===== src/design/lalg_pkg.sv =====
// ----------------------------------------------------------------------------
// lalg_pkg: shared types and constants of the look-ahead limiter gain stage
// Field widths, Q formats, register indexes and the controller/datapath
// command and status bundles.
// ----------------------------------------------------------------------------
package lalg_pkg;

	// field widths
	localparam int CH_W     = 3;   // channel field
	localparam int SAMPLE_W = 24;  // Q1.23 sample
	localparam int LEVEL_W  = 24;  // Q1.23 magnitudes: peak, threshold
	localparam int GAIN_W   = 17;  // Q1.16 gain
	localparam int COEF_W   = 17;  // Q1.16 weight, 65536 = 1.0
	localparam int FRAC_W   = 16;  // gain fraction bits

	// gain state
	localparam int CHANNELS = 8;   // power of two: index is the low channel bits
	localparam int IDX_W    = $clog2(CHANNELS);
	localparam logic [GAIN_W-1:0] UNITY_GAIN = GAIN_W'(1 << FRAC_W);

	// serial divider: threshold*2^16/d with threshold < d gives FRAC_W bits
	localparam int QUO_W     = FRAC_W;
	localparam int DIV_CNT_W = $clog2(QUO_W);

	// shared multiplier: gain x magnitude
	localparam int PROD_W = GAIN_W + LEVEL_W;

	// stream words
	localparam int S_TDATA_W = 48;  // sample, peak_level
	localparam int M_TDATA_W = 48;  // out_sample, applied_gain, zero pad

	// configuration port
	localparam int CFG_ADDR_W = 2;
	localparam int CFG_DATA_W = 24;
	localparam logic [CFG_ADDR_W-1:0] REG_THRESHOLD = 2'd0;
	localparam logic [CFG_ADDR_W-1:0] REG_ATTACK    = 2'd1;
	localparam logic [CFG_ADDR_W-1:0] REG_RELEASE   = 2'd2;

	localparam logic [LEVEL_W-1:0] THRESHOLD_RST = 24'd8388608;
	localparam logic [COEF_W-1:0]  ATTACK_RST    = 17'd0;
	localparam logic [COEF_W-1:0]  RELEASE_RST   = 17'd65000;

	// controller -> datapath
	typedef struct packed {
		logic load;         // capture input transaction, read channel gain
		logic div_start;    // launch a division
		logic div_sel;      // 0: threshold/peak, 1: threshold/|sample|
		logic take_target;  // latch target gain
		logic sel_weight;   // pick attack or release weight
		logic mul1;         // acc = w * gain
		logic mul2;         // acc += (1 - w) * target
		logic upd;          // smoothed gain out of acc, write channel state
		logic take_clamp;   // applied = min(gain, clamp)
		logic scale;        // acc = applied * |sample|
		logic out_load;     // load output register
	} lalg_cmd_t;

	// datapath -> controller
	typedef struct packed {
		logic div_busy;
	} lalg_sts_t;

endpackage


===== src/design/lalg_div.sv =====
// ----------------------------------------------------------------------------
// lalg_div: restoring serial divider
// Computes floor(num * 2^16 / den), one quotient bit per cycle. Valid for
// num < den; otherwise the quotient is garbage and the caller ignores it.
// ----------------------------------------------------------------------------
module lalg_div (
	input  logic                          clk,
	input  logic                          arst_n,
	input  logic                          start,
	input  logic [lalg_pkg::LEVEL_W-1:0]  num,
	input  logic [lalg_pkg::LEVEL_W-1:0]  den,
	output logic                          busy,
	output logic [lalg_pkg::QUO_W-1:0]    quo
);

	logic                              busy_q;
	logic [lalg_pkg::DIV_CNT_W-1:0]    cnt_q;
	logic [lalg_pkg::LEVEL_W-1:0]      rem_q;
	logic [lalg_pkg::LEVEL_W-1:0]      den_q;
	logic [lalg_pkg::QUO_W-1:0]        quo_q;
	logic [lalg_pkg::LEVEL_W:0]        shifted;
	logic [lalg_pkg::LEVEL_W:0]        diff;
	logic                              fits;

	assign shifted = {rem_q, 1'b0};
	assign diff    = shifted - {1'b0, den_q};
	assign fits    = (shifted >= {1'b0, den_q});

	always_ff @(posedge clk or negedge arst_n) begin
		if (!arst_n) begin
			busy_q <= 1'b0;
			cnt_q  <= '0;
		end else if (start) begin
			busy_q <= 1'b1;
			cnt_q  <= '0;
		end else if (busy_q) begin
			cnt_q <= cnt_q + 1'b1;
			if (cnt_q == lalg_pkg::DIV_CNT_W'(lalg_pkg::QUO_W - 1))
				busy_q <= 1'b0;
		end
	end

	always_ff @(posedge clk) begin
		if (start) begin
			rem_q <= num;
			den_q <= den;
		end else if (busy_q) begin
			rem_q <= fits ? diff[lalg_pkg::LEVEL_W-1:0] : shifted[lalg_pkg::LEVEL_W-1:0];
			quo_q <= {quo_q[lalg_pkg::QUO_W-2:0], fits};
		end
	end

	assign busy = busy_q;
	assign quo  = quo_q;

endmodule


===== src/design/lalg_datapath.sv =====
// ----------------------------------------------------------------------------
// lalg_datapath: registers, divider, multiplier and gain state
// Works one item through target, smoothing, clamp and scaling steps under
// controller commands; holds configuration and the output payload.
// ----------------------------------------------------------------------------
module lalg_datapath (
	input  logic                               clk,
	input  logic                               arst_n,
	input  lalg_pkg::lalg_cmd_t                cmd,
	output lalg_pkg::lalg_sts_t                sts,
	// configuration
	input  logic                               cfg_we,
	input  logic [lalg_pkg::CFG_ADDR_W-1:0]    cfg_addr,
	input  logic [lalg_pkg::CFG_DATA_W-1:0]    cfg_data,
	// input item
	input  logic [lalg_pkg::CH_W-1:0]          in_channel,
	input  logic [lalg_pkg::SAMPLE_W-1:0]      in_sample,
	input  logic [lalg_pkg::LEVEL_W-1:0]       in_peak,
	input  logic                               in_last,
	// result
	output logic [lalg_pkg::SAMPLE_W-1:0]      out_sample,
	output logic [lalg_pkg::CH_W-1:0]          out_channel,
	output logic [lalg_pkg::GAIN_W-1:0]        out_gain
);

	// configuration
	logic [lalg_pkg::LEVEL_W-1:0]  thr_q;
	logic [lalg_pkg::COEF_W-1:0]   att_q;
	logic [lalg_pkg::COEF_W-1:0]   rel_q;

	// per-channel gain state
	logic [lalg_pkg::GAIN_W-1:0]   gain_q [lalg_pkg::CHANNELS];

	// item registers
	logic [lalg_pkg::CH_W-1:0]     ch_q;
	logic [lalg_pkg::LEVEL_W-1:0]  mag_q;
	logic                          neg_q;
	logic [lalg_pkg::LEVEL_W-1:0]  peak_q;
	logic                          last_q;
	logic [lalg_pkg::GAIN_W-1:0]   gain_old_q;
	logic [lalg_pkg::GAIN_W-1:0]   target_q;
	logic [lalg_pkg::COEF_W-1:0]   w_q;
	logic [lalg_pkg::PROD_W-1:0]   acc_q;
	logic [lalg_pkg::GAIN_W-1:0]   gain_new_q;
	logic [lalg_pkg::GAIN_W-1:0]   applied_q;

	// output payload
	logic [lalg_pkg::SAMPLE_W-1:0] out_sample_q;
	logic [lalg_pkg::CH_W-1:0]     out_ch_q;
	logic [lalg_pkg::GAIN_W-1:0]   out_gain_q;

	logic [lalg_pkg::IDX_W-1:0]    idx;
	logic [lalg_pkg::LEVEL_W-1:0]  in_mag;
	logic [lalg_pkg::LEVEL_W-1:0]  mag1;
	logic [lalg_pkg::LEVEL_W-1:0]  div_den;
	logic                          div_busy;
	logic [lalg_pkg::QUO_W-1:0]    quo;
	logic [lalg_pkg::GAIN_W-1:0]   quo_g;
	logic [lalg_pkg::COEF_W-1:0]   att_sat;
	logic [lalg_pkg::COEF_W-1:0]   rel_sat;
	logic [lalg_pkg::GAIN_W-1:0]   mul_a;
	logic [lalg_pkg::LEVEL_W-1:0]  mul_b;
	logic [lalg_pkg::PROD_W-1:0]   prod;
	logic [lalg_pkg::GAIN_W-1:0]   smoothed;
	logic [lalg_pkg::SAMPLE_W-1:0] scaled_mag;

	assign idx     = ch_q[lalg_pkg::IDX_W-1:0];
	// two's complement magnitude; most negative sample gives 2^23, which fits
	assign in_mag  = in_sample[lalg_pkg::SAMPLE_W-1] ? (~in_sample + 1'b1) : in_sample;
	assign mag1    = (mag_q == '0) ? lalg_pkg::LEVEL_W'(1) : mag_q;
	assign div_den = cmd.div_sel ? mag1 : peak_q;
	assign quo_g   = {1'b0, quo};
	assign att_sat = (att_q > lalg_pkg::UNITY_GAIN) ? lalg_pkg::UNITY_GAIN : att_q;
	assign rel_sat = (rel_q > lalg_pkg::UNITY_GAIN) ? lalg_pkg::UNITY_GAIN : rel_q;
	assign smoothed   = acc_q[lalg_pkg::FRAC_W +: lalg_pkg::GAIN_W];
	assign scaled_mag = acc_q[lalg_pkg::FRAC_W +: lalg_pkg::SAMPLE_W];

	lalg_div u_div (
		.clk    (clk),
		.arst_n (arst_n),
		.start  (cmd.div_start),
		.num    (thr_q),
		.den    (div_den),
		.busy   (div_busy),
		.quo    (quo)
	);

	assign sts.div_busy = div_busy;

	// one shared multiplier
	always_comb begin
		if (cmd.scale) begin
			mul_a = applied_q;
			mul_b = mag_q;
		end else if (cmd.mul2) begin
			mul_a = lalg_pkg::UNITY_GAIN - w_q;
			mul_b = lalg_pkg::LEVEL_W'(target_q);
		end else begin
			mul_a = w_q;
			mul_b = lalg_pkg::LEVEL_W'(gain_old_q);
		end
		prod = lalg_pkg::PROD_W'(mul_a) * lalg_pkg::PROD_W'(mul_b);
	end

	// configuration registers
	always_ff @(posedge clk or negedge arst_n) begin
		if (!arst_n) begin
			thr_q <= lalg_pkg::THRESHOLD_RST;
			att_q <= lalg_pkg::ATTACK_RST;
			rel_q <= lalg_pkg::RELEASE_RST;
		end else if (cfg_we) begin
			unique case (cfg_addr)
				lalg_pkg::REG_THRESHOLD: thr_q <= cfg_data;
				lalg_pkg::REG_ATTACK:    att_q <= cfg_data[lalg_pkg::COEF_W-1:0];
				lalg_pkg::REG_RELEASE:   rel_q <= cfg_data[lalg_pkg::COEF_W-1:0];
				default: ;
			endcase
		end
	end

	// gain state, unity after reset
	always_ff @(posedge clk or negedge arst_n) begin
		if (!arst_n) begin
			for (int i = 0; i < lalg_pkg::CHANNELS; i++)
				gain_q[i] <= lalg_pkg::UNITY_GAIN;
		end else if (cmd.upd) begin
			gain_q[idx] <= last_q ? lalg_pkg::UNITY_GAIN : smoothed;
		end
	end

	// item datapath
	always_ff @(posedge clk) begin
		if (cmd.load) begin
			ch_q       <= in_channel;
			mag_q      <= in_mag;
			neg_q      <= in_sample[lalg_pkg::SAMPLE_W-1];
			peak_q     <= (in_peak == '0) ? lalg_pkg::LEVEL_W'(1) : in_peak;
			last_q     <= in_last;
			gain_old_q <= gain_q[in_channel[lalg_pkg::IDX_W-1:0]];
		end
		if (cmd.take_target)
			target_q <= (peak_q <= thr_q) ? lalg_pkg::UNITY_GAIN : quo_g;
		if (cmd.sel_weight)
			w_q <= (target_q < gain_old_q) ? att_sat : rel_sat;
		if (cmd.mul1 || cmd.scale)
			acc_q <= prod;
		else if (cmd.mul2)
			acc_q <= acc_q + prod;
		if (cmd.upd)
			gain_new_q <= smoothed;
		if (cmd.take_clamp) begin
			// |sample| <= threshold: clamp is at least unity, gain passes
			if (mag1 <= thr_q || gain_new_q < quo_g)
				applied_q <= gain_new_q;
			else
				applied_q <= quo_g;
		end
		if (cmd.out_load) begin
			out_sample_q <= neg_q ? (~scaled_mag + 1'b1) : scaled_mag;
			out_ch_q     <= ch_q;
			out_gain_q   <= applied_q;
		end
	end

	assign out_sample  = out_sample_q;
	assign out_channel = out_ch_q;
	assign out_gain    = out_gain_q;

endmodule


===== src/design/lalg_ctrl.sv =====
// ----------------------------------------------------------------------------
// lalg_ctrl: sequencing state machine
// Steps one item through the datapath and owns the input ready and the
// output valid flag.
// ----------------------------------------------------------------------------
module lalg_ctrl (
	input  logic                 clk,
	input  logic                 arst_n,
	input  logic                 s_tvalid,
	output logic                 s_tready,
	output logic                 m_tvalid,
	input  logic                 m_tready,
	input  lalg_pkg::lalg_sts_t  sts,
	output lalg_pkg::lalg_cmd_t  cmd
);

	localparam logic [3:0] S_IDLE  = 4'd0;
	localparam logic [3:0] S_DIVT  = 4'd1;
	localparam logic [3:0] S_WAITT = 4'd2;
	localparam logic [3:0] S_DIVC  = 4'd3;
	localparam logic [3:0] S_MUL1  = 4'd4;
	localparam logic [3:0] S_MUL2  = 4'd5;
	localparam logic [3:0] S_UPD   = 4'd6;
	localparam logic [3:0] S_WAITC = 4'd7;
	localparam logic [3:0] S_CLAMP = 4'd8;
	localparam logic [3:0] S_SCALE = 4'd9;
	localparam logic [3:0] S_OUT   = 4'd10;

	logic [3:0] state_q;
	logic [3:0] state_d;
	logic       out_valid_q;
	logic       out_free;

	assign out_free = !out_valid_q || m_tready;
	assign s_tready = (state_q == S_IDLE);
	assign m_tvalid = out_valid_q;

	always_comb begin
		state_d = state_q;
		cmd     = '0;
		unique case (state_q)
			S_IDLE: begin
				if (s_tvalid) begin
					cmd.load = 1'b1;
					state_d  = S_DIVT;
				end
			end
			S_DIVT: begin
				cmd.div_start = 1'b1;
				state_d       = S_WAITT;
			end
			S_WAITT: begin
				if (!sts.div_busy) begin
					cmd.take_target = 1'b1;
					state_d         = S_DIVC;
				end
			end
			S_DIVC: begin
				// clamp division overlaps the smoothing steps
				cmd.div_start  = 1'b1;
				cmd.div_sel    = 1'b1;
				cmd.sel_weight = 1'b1;
				state_d        = S_MUL1;
			end
			S_MUL1: begin
				cmd.mul1 = 1'b1;
				state_d  = S_MUL2;
			end
			S_MUL2: begin
				cmd.mul2 = 1'b1;
				state_d  = S_UPD;
			end
			S_UPD: begin
				cmd.upd = 1'b1;
				state_d = S_WAITC;
			end
			S_WAITC: begin
				if (!sts.div_busy) begin
					cmd.div_sel    = 1'b1;
					cmd.take_clamp = 1'b1;
					state_d        = S_SCALE;
				end
			end
			S_CLAMP: begin
				state_d = S_SCALE;
			end
			S_SCALE: begin
				cmd.scale = 1'b1;
				state_d   = S_OUT;
			end
			S_OUT: begin
				if (out_free) begin
					cmd.out_load = 1'b1;
					state_d      = S_IDLE;
				end
			end
			default: state_d = S_IDLE;
		endcase
	end

	always_ff @(posedge clk or negedge arst_n) begin
		if (!arst_n) begin
			state_q     <= S_IDLE;
			out_valid_q <= 1'b0;
		end else begin
			state_q <= state_d;
			if (cmd.out_load)
				out_valid_q <= 1'b1;
			else if (m_tready)
				out_valid_q <= 1'b0;
		end
	end

endmodule


===== src/design/lookahead_limiter_gain.sv =====
// ----------------------------------------------------------------------------
// lookahead_limiter_gain: multichannel brick-wall limiter gain stage
// Smooths a per-channel gain toward threshold/peak, clamps it so the output
// magnitude stays at or below threshold, and scales the sample by it.
// ----------------------------------------------------------------------------
// One item enters on the slave stream, one result leaves on the master
// stream, in order. The result is loaded into the output register once the
// serial divider has run twice for the item, and the input is ready again in
// the next cycle; a new item is taken only when the last one is done. The
// divider produces one quotient bit a clock and runs twice per item
// (threshold/peak, then threshold/|sample|, the second overlapped with the
// gain smoothing multiplies); the other steps are sequencing around the two
// divisions. The result sits in an output register, so a stalled master
// only holds the block once a second result is done.
// Gains are Q1.16 (65536 is unity), samples and levels Q1.23; all results truncate
// toward zero, a zero peak or zero sample counts as one LSB, and a transaction
// with tlast set returns its channel's gain to unity after that sample is processed.
// The user must write configuration only while idle; the block does not enforce it.
// ----------------------------------------------------------------------------
module lookahead_limiter_gain (
	input  logic                               clk,
	input  logic                               arst_n,
	// configuration: 0 threshold, 1 attack weight, 2 release weight
	input  logic                               cfg_we,
	input  logic [lalg_pkg::CFG_ADDR_W-1:0]    cfg_addr,
	input  logic [lalg_pkg::CFG_DATA_W-1:0]    cfg_data,
	// input stream
	input  logic                               s_tvalid,
	output logic                               s_tready,
	input  logic [lalg_pkg::S_TDATA_W-1:0]     s_tdata,  // sample[23:0], peak_level[47:24]
	input  logic [lalg_pkg::CH_W-1:0]          s_tuser,  // channel[2:0]
	input  logic                               s_tlast,  // last_in_block
	// output stream
	output logic                               m_tvalid,
	input  logic                               m_tready,
	output logic [lalg_pkg::M_TDATA_W-1:0]     m_tdata,  // out_sample[23:0], applied_gain[40:24], zero[47:41]
	output logic [lalg_pkg::CH_W-1:0]          m_tuser   // out_channel[2:0]
);

	lalg_pkg::lalg_cmd_t            cmd;
	lalg_pkg::lalg_sts_t            sts;
	logic [lalg_pkg::SAMPLE_W-1:0]  out_sample;
	logic [lalg_pkg::GAIN_W-1:0]    out_gain;

	lalg_ctrl u_ctrl (
		.clk      (clk),
		.arst_n   (arst_n),
		.s_tvalid (s_tvalid),
		.s_tready (s_tready),
		.m_tvalid (m_tvalid),
		.m_tready (m_tready),
		.sts      (sts),
		.cmd      (cmd)
	);

	lalg_datapath u_dp (
		.clk         (clk),
		.arst_n      (arst_n),
		.cmd         (cmd),
		.sts         (sts),
		.cfg_we      (cfg_we),
		.cfg_addr    (cfg_addr),
		.cfg_data    (cfg_data),
		.in_channel  (s_tuser),
		.in_sample   (s_tdata[lalg_pkg::SAMPLE_W-1:0]),
		.in_peak     (s_tdata[lalg_pkg::SAMPLE_W +: lalg_pkg::LEVEL_W]),
		.in_last     (s_tlast),
		.out_sample  (out_sample),
		.out_channel (m_tuser),
		.out_gain    (out_gain)
	);

	// pack result word, pad to whole bytes
	assign m_tdata = {{(lalg_pkg::M_TDATA_W - lalg_pkg::SAMPLE_W - lalg_pkg::GAIN_W){1'b0}},
		out_gain, out_sample};

endmodule


===== config.mk =====
export PLATFORM = sky130hd
export DESIGN_NAME = lookahead_limiter_gain
export DESIGN_NICKNAME = d
export VERILOG_FILES = /design/src/design/lalg_pkg.sv /design/src/design/lalg_div.sv /design/src/design/lalg_datapath.sv /design/src/design/lalg_ctrl.sv /design/src/design/lookahead_limiter_gain.sv
export SDC_FILE = /design/constraint.sdc
export NUM_CORES = 2
export LEC_CHECK = 0
export CAP_MARGIN = 15
export CORE_UTILIZATION = 40
export DETAILED_ROUTE_END_ITERATION = 7
export DONT_BUFFER_PORTS = 1
export MAX_ROUTING_LAYER = met4
export PLACE_DENSITY = 0.58
export SYNTH_ARGS = -nofsm -noshare
export SYNTH_HDL_FRONTEND = slang
export SYNTH_HIERARCHICAL = 1
export SYNTH_SLANG_ARGS = --single-unit
export TNS_END_PERCENT = 10

===== constraint.sdc =====
create_clock -name clk -period 14.2 [get_ports clk]
set_input_delay 2.84 -clock clk [delete_from_list [all_inputs] [get_ports clk]]
set_output_delay 2.84 -clock clk [all_outputs]
set_load 0.02 [all_outputs]

Word level (Yosys, flattened, before mapping)
Index checks and enable logic that the tools add are counted.
{ "word_totals": {"ff_bits": 491, "input_bits": 83, "out_inout_bits": 53, "word_cells": 143} }
{ "op_classes": {"add_sub_neg": 6, "multipliers": 1, "n_lt_le_gt_ge": 10, "eq_ne": 17, "muxes": 51, "bitwise_logic": 5, "n_reduce_logical": 18} }
{ "op_table": {"columns": ["op", "count"], "rows": [
  ["$mux W17", 11],
  ["$mux W24", 7],
  ["$bwmux W136", 1],
  ["$mux W41", 2],
  ["$bmux W17 S3", 1],
  ["$demux W17 S3", 1],
  ["$add A24 B1 Y24 const B", 2],
  ["$le A24 B24 Y1", 2],
  ["$logic_not A24 Y1", 2],
  ["$not A24 Y24", 2],
  ["$pmux W4 S11", 1],
  ["$add A41 B41 Y41", 1],
  ["$mul A17 B24 Y41", 1],
  ["$gt A17 B17 Y1 const B", 2],
  ["$ge A25 B24 Y1", 1],
  ["$mux W4", 6],
  ["$sub A24 B24 Y24", 1],
  ["$mux W23", 1],
  ["$mux W1", 18],
  ["$lt A17 B16 Y1", 1],
  ["$lt A17 B17 Y1", 1],
  ["$sub A17 B17 Y17 const A", 1],
  ["$eq A4 B3 Y1 const B", 4],
  ["$eq A4 B4 Y1 const B", 4],
  ["other kinds (22)", 34]
]} }

Logic depth before layout (Yosys ltp)
{ "logic_depth": {"ltp_word": 8, "ltp_mapped": 42} }

Cells and area by module
The synthesis kept the hierarchy.
{ "modules_own_cells": {"columns": ["module", "n_inst", "cells_each", "area_each_um2", "seq_area_each_um2"], "rows": [
  ["lalg_datapath", 1, 3543, 35042.4, 11546.1],
  ["lalg_div", 1, 338, 3965.1, 2047.0],
  ["lalg_ctrl", 1, 44, 386.6, 125.1],
  ["lookahead_limiter_gain", 1, 8, 56.3, 0.0]
]} }

Least setup slack after synthesis
OpenSTA, ideal clock, no wires.
{ "synth_path": {"path_type": "register -> register", "from": "register u_dp/w_q[0] in the netlist's numbering", "to": "register u_dp/acc_q[39] in the netlist's numbering (data pin)", "setup_ns": 0.260, "arrival_ns": 9.506, "required_time_ns": 13.940, "setup_slack_ns": 4.434, "path_stages_with_launch": 39, "n_path_buf": 0, "synth_period_minus_slack_ns": 9.766, "cell_sequence": "edfxtp_1 > inv_1 > ha_1 > nand2b_1 > or4_1 > or2_1 > or3_1 > nor4b_2 > xor2_1 > mux2i_1 > nor2_1 > fa_1 > fa_1 > fa_1 > fa_1 > fa_1 > inv_1 > fa_1 > [3 not listed] > o21ai_0 > nor2_1 > o21ai_1 > nand2_1 > a21o_1 > a21oi_1 > xnor2_1 > ha_1 > a21o_1 > a21o_1 > a21o_1 > a2111oi_0 > o31ai_1 > o21ai_1 > nand2_1 > o221a_2 > xnor2_1 > xnor2_1"} }
{ "synth_via": {"elab_chain_len": 7} }
{ "synth_lines": {"columns": ["element", "line", "rtl"], "rows": [
  ["from (decl)", "lalg_datapath.sv:42", "logic [lalg_pkg::COEF_W-1:0] w_q;"],
  ["from (signal assigned)", "lalg_datapath.sv:144", "w_q <= (target_q < gain_old_q) ? att_sat : rel_sat;"],
  ["$sub A17 B17 Y17", "lalg_datapath.sv:96", "mul_a = lalg_pkg::UNITY_GAIN - w_q;"],
  ["$mux W17 (*)", "lalg_datapath.sv:95", "end else if (cmd.mul2) begin"],
  ["$mux W17 (*)", "lalg_datapath.sv:92", "if (cmd.scale) begin"],
  ["$mul A17 B24 Y41 (*)", "lalg_datapath.sv:102", "prod = lalg_pkg::PROD_W'(mul_a) * lalg_pkg::PROD_W'(mul_b);"],
  ["$add A41 B41 Y41", "lalg_datapath.sv:148", "acc_q <= acc_q + prod;"],
  ["$mux W41", "lalg_datapath.sv:147", "else if (cmd.mul2)"],
  ["$mux W41 (*)", "lalg_datapath.sv:145", "if (cmd.mul1 || cmd.scale)"],
  ["to (signal assigned)", "lalg_datapath.sv:146", "acc_q <= prod;"],
  ["to (signal assigned)", "lalg_datapath.sv:148", null],
  ["to (decl)", "lalg_datapath.sv:43", "logic [lalg_pkg::PROD_W-1:0] acc_q;"]
]} }
Mark *: on every way between the ends. The rest lies on a longest branch, timed or not. The select of a mux whose other input is x is not followed.
A chain may end at the register's enable or synchronous reset.

Worst setup path in the final report
Ends and elaborated chain as after synthesis.

==> impl_metrics.json <==
{
  "status": "completed",
  "num_rows": 114,
  "holdBufCountCts": 0,
  "num_vias": 27800,
  "drcViolationCount": 0,
  "ys_seq_area_frac": 0.348,
  "first_pass_iters": 5,
  "ys_dominant_reg_cell": "edfxtp_1",
  "grt_pass1_wl_mm": 171,
  "ys_ff_latch": 490,
  "cts.htree.levels": 2,
  "die_x_um": 316,
  "met1_usage": 0.318,
  "num-nets-final": 4517,
  "critPathKind": "reg2reg",
  "critPathMaxStageDelay_ns": 0.72,
  "antenna_found_initial": 7,
  "numCtsBuffers": 55,
  "yosys_warnings": 6,
  "area_growth_pct": 7.93,
  "die_area_mm2": 0.0999,
  "tightest_slew_ns": 1.13,
  "drt_iter0_drc": 2156,
  "rsz0062_at_grt": "no",
  "cts-resized-gates": 0,
  "clkTransAtPathRegs_ns": 0.07,
  "synth_edf_count": 286,
  "die_y_um": 316,
  "whs_path_depth": 2,
  "met2_usage": 0.360,
  "gp_congestion": 0.925,
  "grt_max_degree": 205,
  "finClkSkew_ns": 0.0285,
  "ant_nets": 0,
  "ys_types": 88,
  "r2r-end": "u_dp/acc_q[39]$_DFFE_PP_",
  "hold_viol_final": 0,
  "grt.total_usage": 0.233,
  "fillers": 9243,
  "cts_setup_buffers": 0,
  "cp_max_fo": 10,
  "coreArea_mm2": 0.0971,
  "cts.sinks": 490,
  "dp_hpwl_mm": 83.5,
  "critPathArrivalTime_ns": 11.44,
  "wl_per_cell_um": 21.5,
  "setup_viol": 0,
  "initial_core_util": 0.406,
  "syn_inst": 3933,
  "wl_mm": 111,
  "path_common_cell": "fa_1",
  "period_minus_slack_ns": 11.04,
  "routed_via_density": 5.37,
  "cts_root_buf": "clkbuf_16",
  "io_buffers": 0,
  "ff2ff_setup_slack_ns": 3.16,
  "syn-mean-instance-area_um2": 10.0,
  "clk_latency_ns": 0.66,
  "cp.required_ns": 14.60,
  "rr_worst_depth": 38,
  "grt-busiest-layer": "met2",
  "slew_headroom": 0.241,
  "hp-start": "u_dp/gain_q[60]$_DFFE_PN0P_",
  "syn_area_mm2": 0.0395,
  "drive_above_1_share": 0.0912,
  "end_kind": "flip-flop",
  "tns_ns": 0,
  "fmax_mhz": 90.6,
  "cp-start-kind": "flip-flop",
  "clockBufferDepth": 3,
  "drv_slew": 0,
  "min_path_type": "reg2reg",
  "grt_util_met3": 0.0404,
  "r2r_start": "u_dp/w_q[0]$_DFFE_PP_",
  "max_cap_violations": 0,
  "async_flop_share": 0.416,
  "cts_tree": "built",
  "slowest_stage": "mux2i_1",
  "grt_pass1_vias": 27900,
  "gr-total-overflow": 0,
  "fin_crit_sh": 0.777,
  "io_pins": 136,
  "worstHoldEndpoint": "u_dp/gain_q[60]$_DFFE_PN0P_"
}
==> registers in the layout, summed over array words and instances (netlist names), 24 cells and up <==
signal and flops:
u_dp/u_div/den_q 24, u_dp/mag_q 24, u_dp/acc_q 40, u_dp/thr_q 24
u_dp/out_sample 24, u_dp/u_div/rem_q 24, u_dp/gain_q 136, u_dp/peak_q 24
==> cells in the mapped netlist (all sizes together), types with 4 or more instances <==
cell type  instances  area, um2
a2111oi            4       53.8
a211o              6       52.6
a211oi            12        105
a21o              88        661
a21oi            106        549
a221oi             5       43.8
a31o               4       35.0
a31oi             12       90.1
and2              61        382
and3              36        225
and4               5       43.8
and4b              4       40.0
buf               35        194
clkbuf           169        634
dfrtp            184       4600
dfstp             20        526
edfxtp           286       8590
fa               330       6610
ha               259       3240
inv              541       2030
mux2             125       1430
mux2i             38        380
mux4              34        766
nand2            600       2250
nand2b            32        208
nand3             47        235
nand3b            10       75.1
nand4             29        181
nor2             156        586
nor2b             34        213
nor3              29        155
nor4              38        253
nor4b              7       67.6
o211ai             6       45.0
o21a              37        285
o21ai            287       1440
o21bai            16        120
o31ai             23        178
o41ai              9       78.8
or2                8       50.1
or3               11       68.8
or4                9       67.6
xnor2             98        858
xor2              50        438
==> worst max-delay path, delay by kind of cell, from the launching register on <==
family,cells,cell delay [ns]
buffers and inverters,3,0.20
flip-flops,1,0.38
AND/OR/NAND/NOR,9,1.91
adder cells (fa/ha/maj),9,4.10
AO/OA/AOI/OAI,12,2.90
XOR/XNOR,4,0.57
multiplexers,1,0.72
==> stage by stage <==
stage / cells / util / hold slack [ns] / instance area [um2] / worst slack, ns
floorplan: 3939 / - / 0.424 / 39500 / 4.43
global placement: 5064 / 0.419 / 0.458 / 40700 / 3.38
detailed placement: 5064 / 0.419 / 0.466 / 40700 / 3.33
CTS: 5168 / 0.438 / 0.479 / 42600 / 3.30
global route: 5170 / 0.438 / 0.493 / 42600 / 2.45
finish: 5171 / 0.438 / 0.475 / 42600 / 3.16
==> how the worst max path moves through the flow <==
stage / start / end / slack [ns]
CTS: u_dp/w_q[0]$_DFFE_PP_ / u_dp/acc_q[39]$_DFFE_PP_ / 3.30
global route: u_dp/w_q[0]$_DFFE_PP_ / u_dp/acc_q[39]$_DFFE_PP_ / 2.45
detailed placement: u_dp/w_q[0]$_DFFE_PP_ / u_dp/acc_q[39]$_DFFE_PP_ / 3.33
global placement: u_dp/w_q[0]$_DFFE_PP_ / u_dp/acc_q[39]$_DFFE_PP_ / 3.38
finish: u_dp/w_q[0]$_DFFE_PP_ / u_dp/acc_q[39]$_DFFE_PP_ / 3.16
floorplan: u_dp/w_q[0]$_DFFE_PP_ / u_dp/acc_q[39]$_DFFE_PP_ / 4.43
==> routing by layer <==
metal	vias up	wire length, um
li1	13000	-
met1	13800	49500
met2	832	51700
met3	141	7680
met4	0	2510
met5	-	0
==> cell families (layout without fill, tap and decap cells) <==
| logic type | count (synthesis) | count (layout) | share of synthesized area |
|---|---|---|---|
| and+or+nand+nor | 1123 | 1123 | 0.131 |
| buffers and inverters | 745 | 698 | 0.0725 |
| adders and majority gates | 589 | 589 | 0.250 |
| xor gates and xnor gates | 148 | 148 | 0.0329 |
| muxes | 197 | 197 | 0.0652 |
| DFF | 490 | 490 | 0.348 |
| other | 1 | 10 | 0.0000951 |
| AOI/OAI and AO/OA | 640 | 640 | 0.101 |
==> area by class of cell <==
type / count / area, um2 / area share
multi-input cells: 2704 / 23000 / 0.539
flip-flops and latches: 490 / 13700 / 0.322
inverters: 541 / 2030 / 0.0478
well taps: 1276 / 1600 / 0.0375
clock buffers: 72 / 1530 / 0.0359
repair buffers: 53 / 410 / 0.00964
clock inverters: 32 / 332 / 0.00779
diodes: 3 / 7.51 / 0.000176
==> cell usage in the layout, fill, tap and decap left out, types with 50 or more instances in the layout <==
cell type,Yosys,final
nand2_1,599,599
a21oi_1,103,102
fa_1,330,330
clkbuf_16,0,55
and2_1,60,59
buf_4,9,52
mux2_2,104,104
dfrtp_1,184,184
inv_1,539,539
xor2_1,50,50
ha_1,259,259
nor2_1,156,152
edfxtp_1,286,286
o21ai_0,250,250
xnor2_1,98,98
a21o_1,88,88
Power is not shown: default switching activity piles up to over one toggle a cycle in this logic, so the estimate is an artifact.
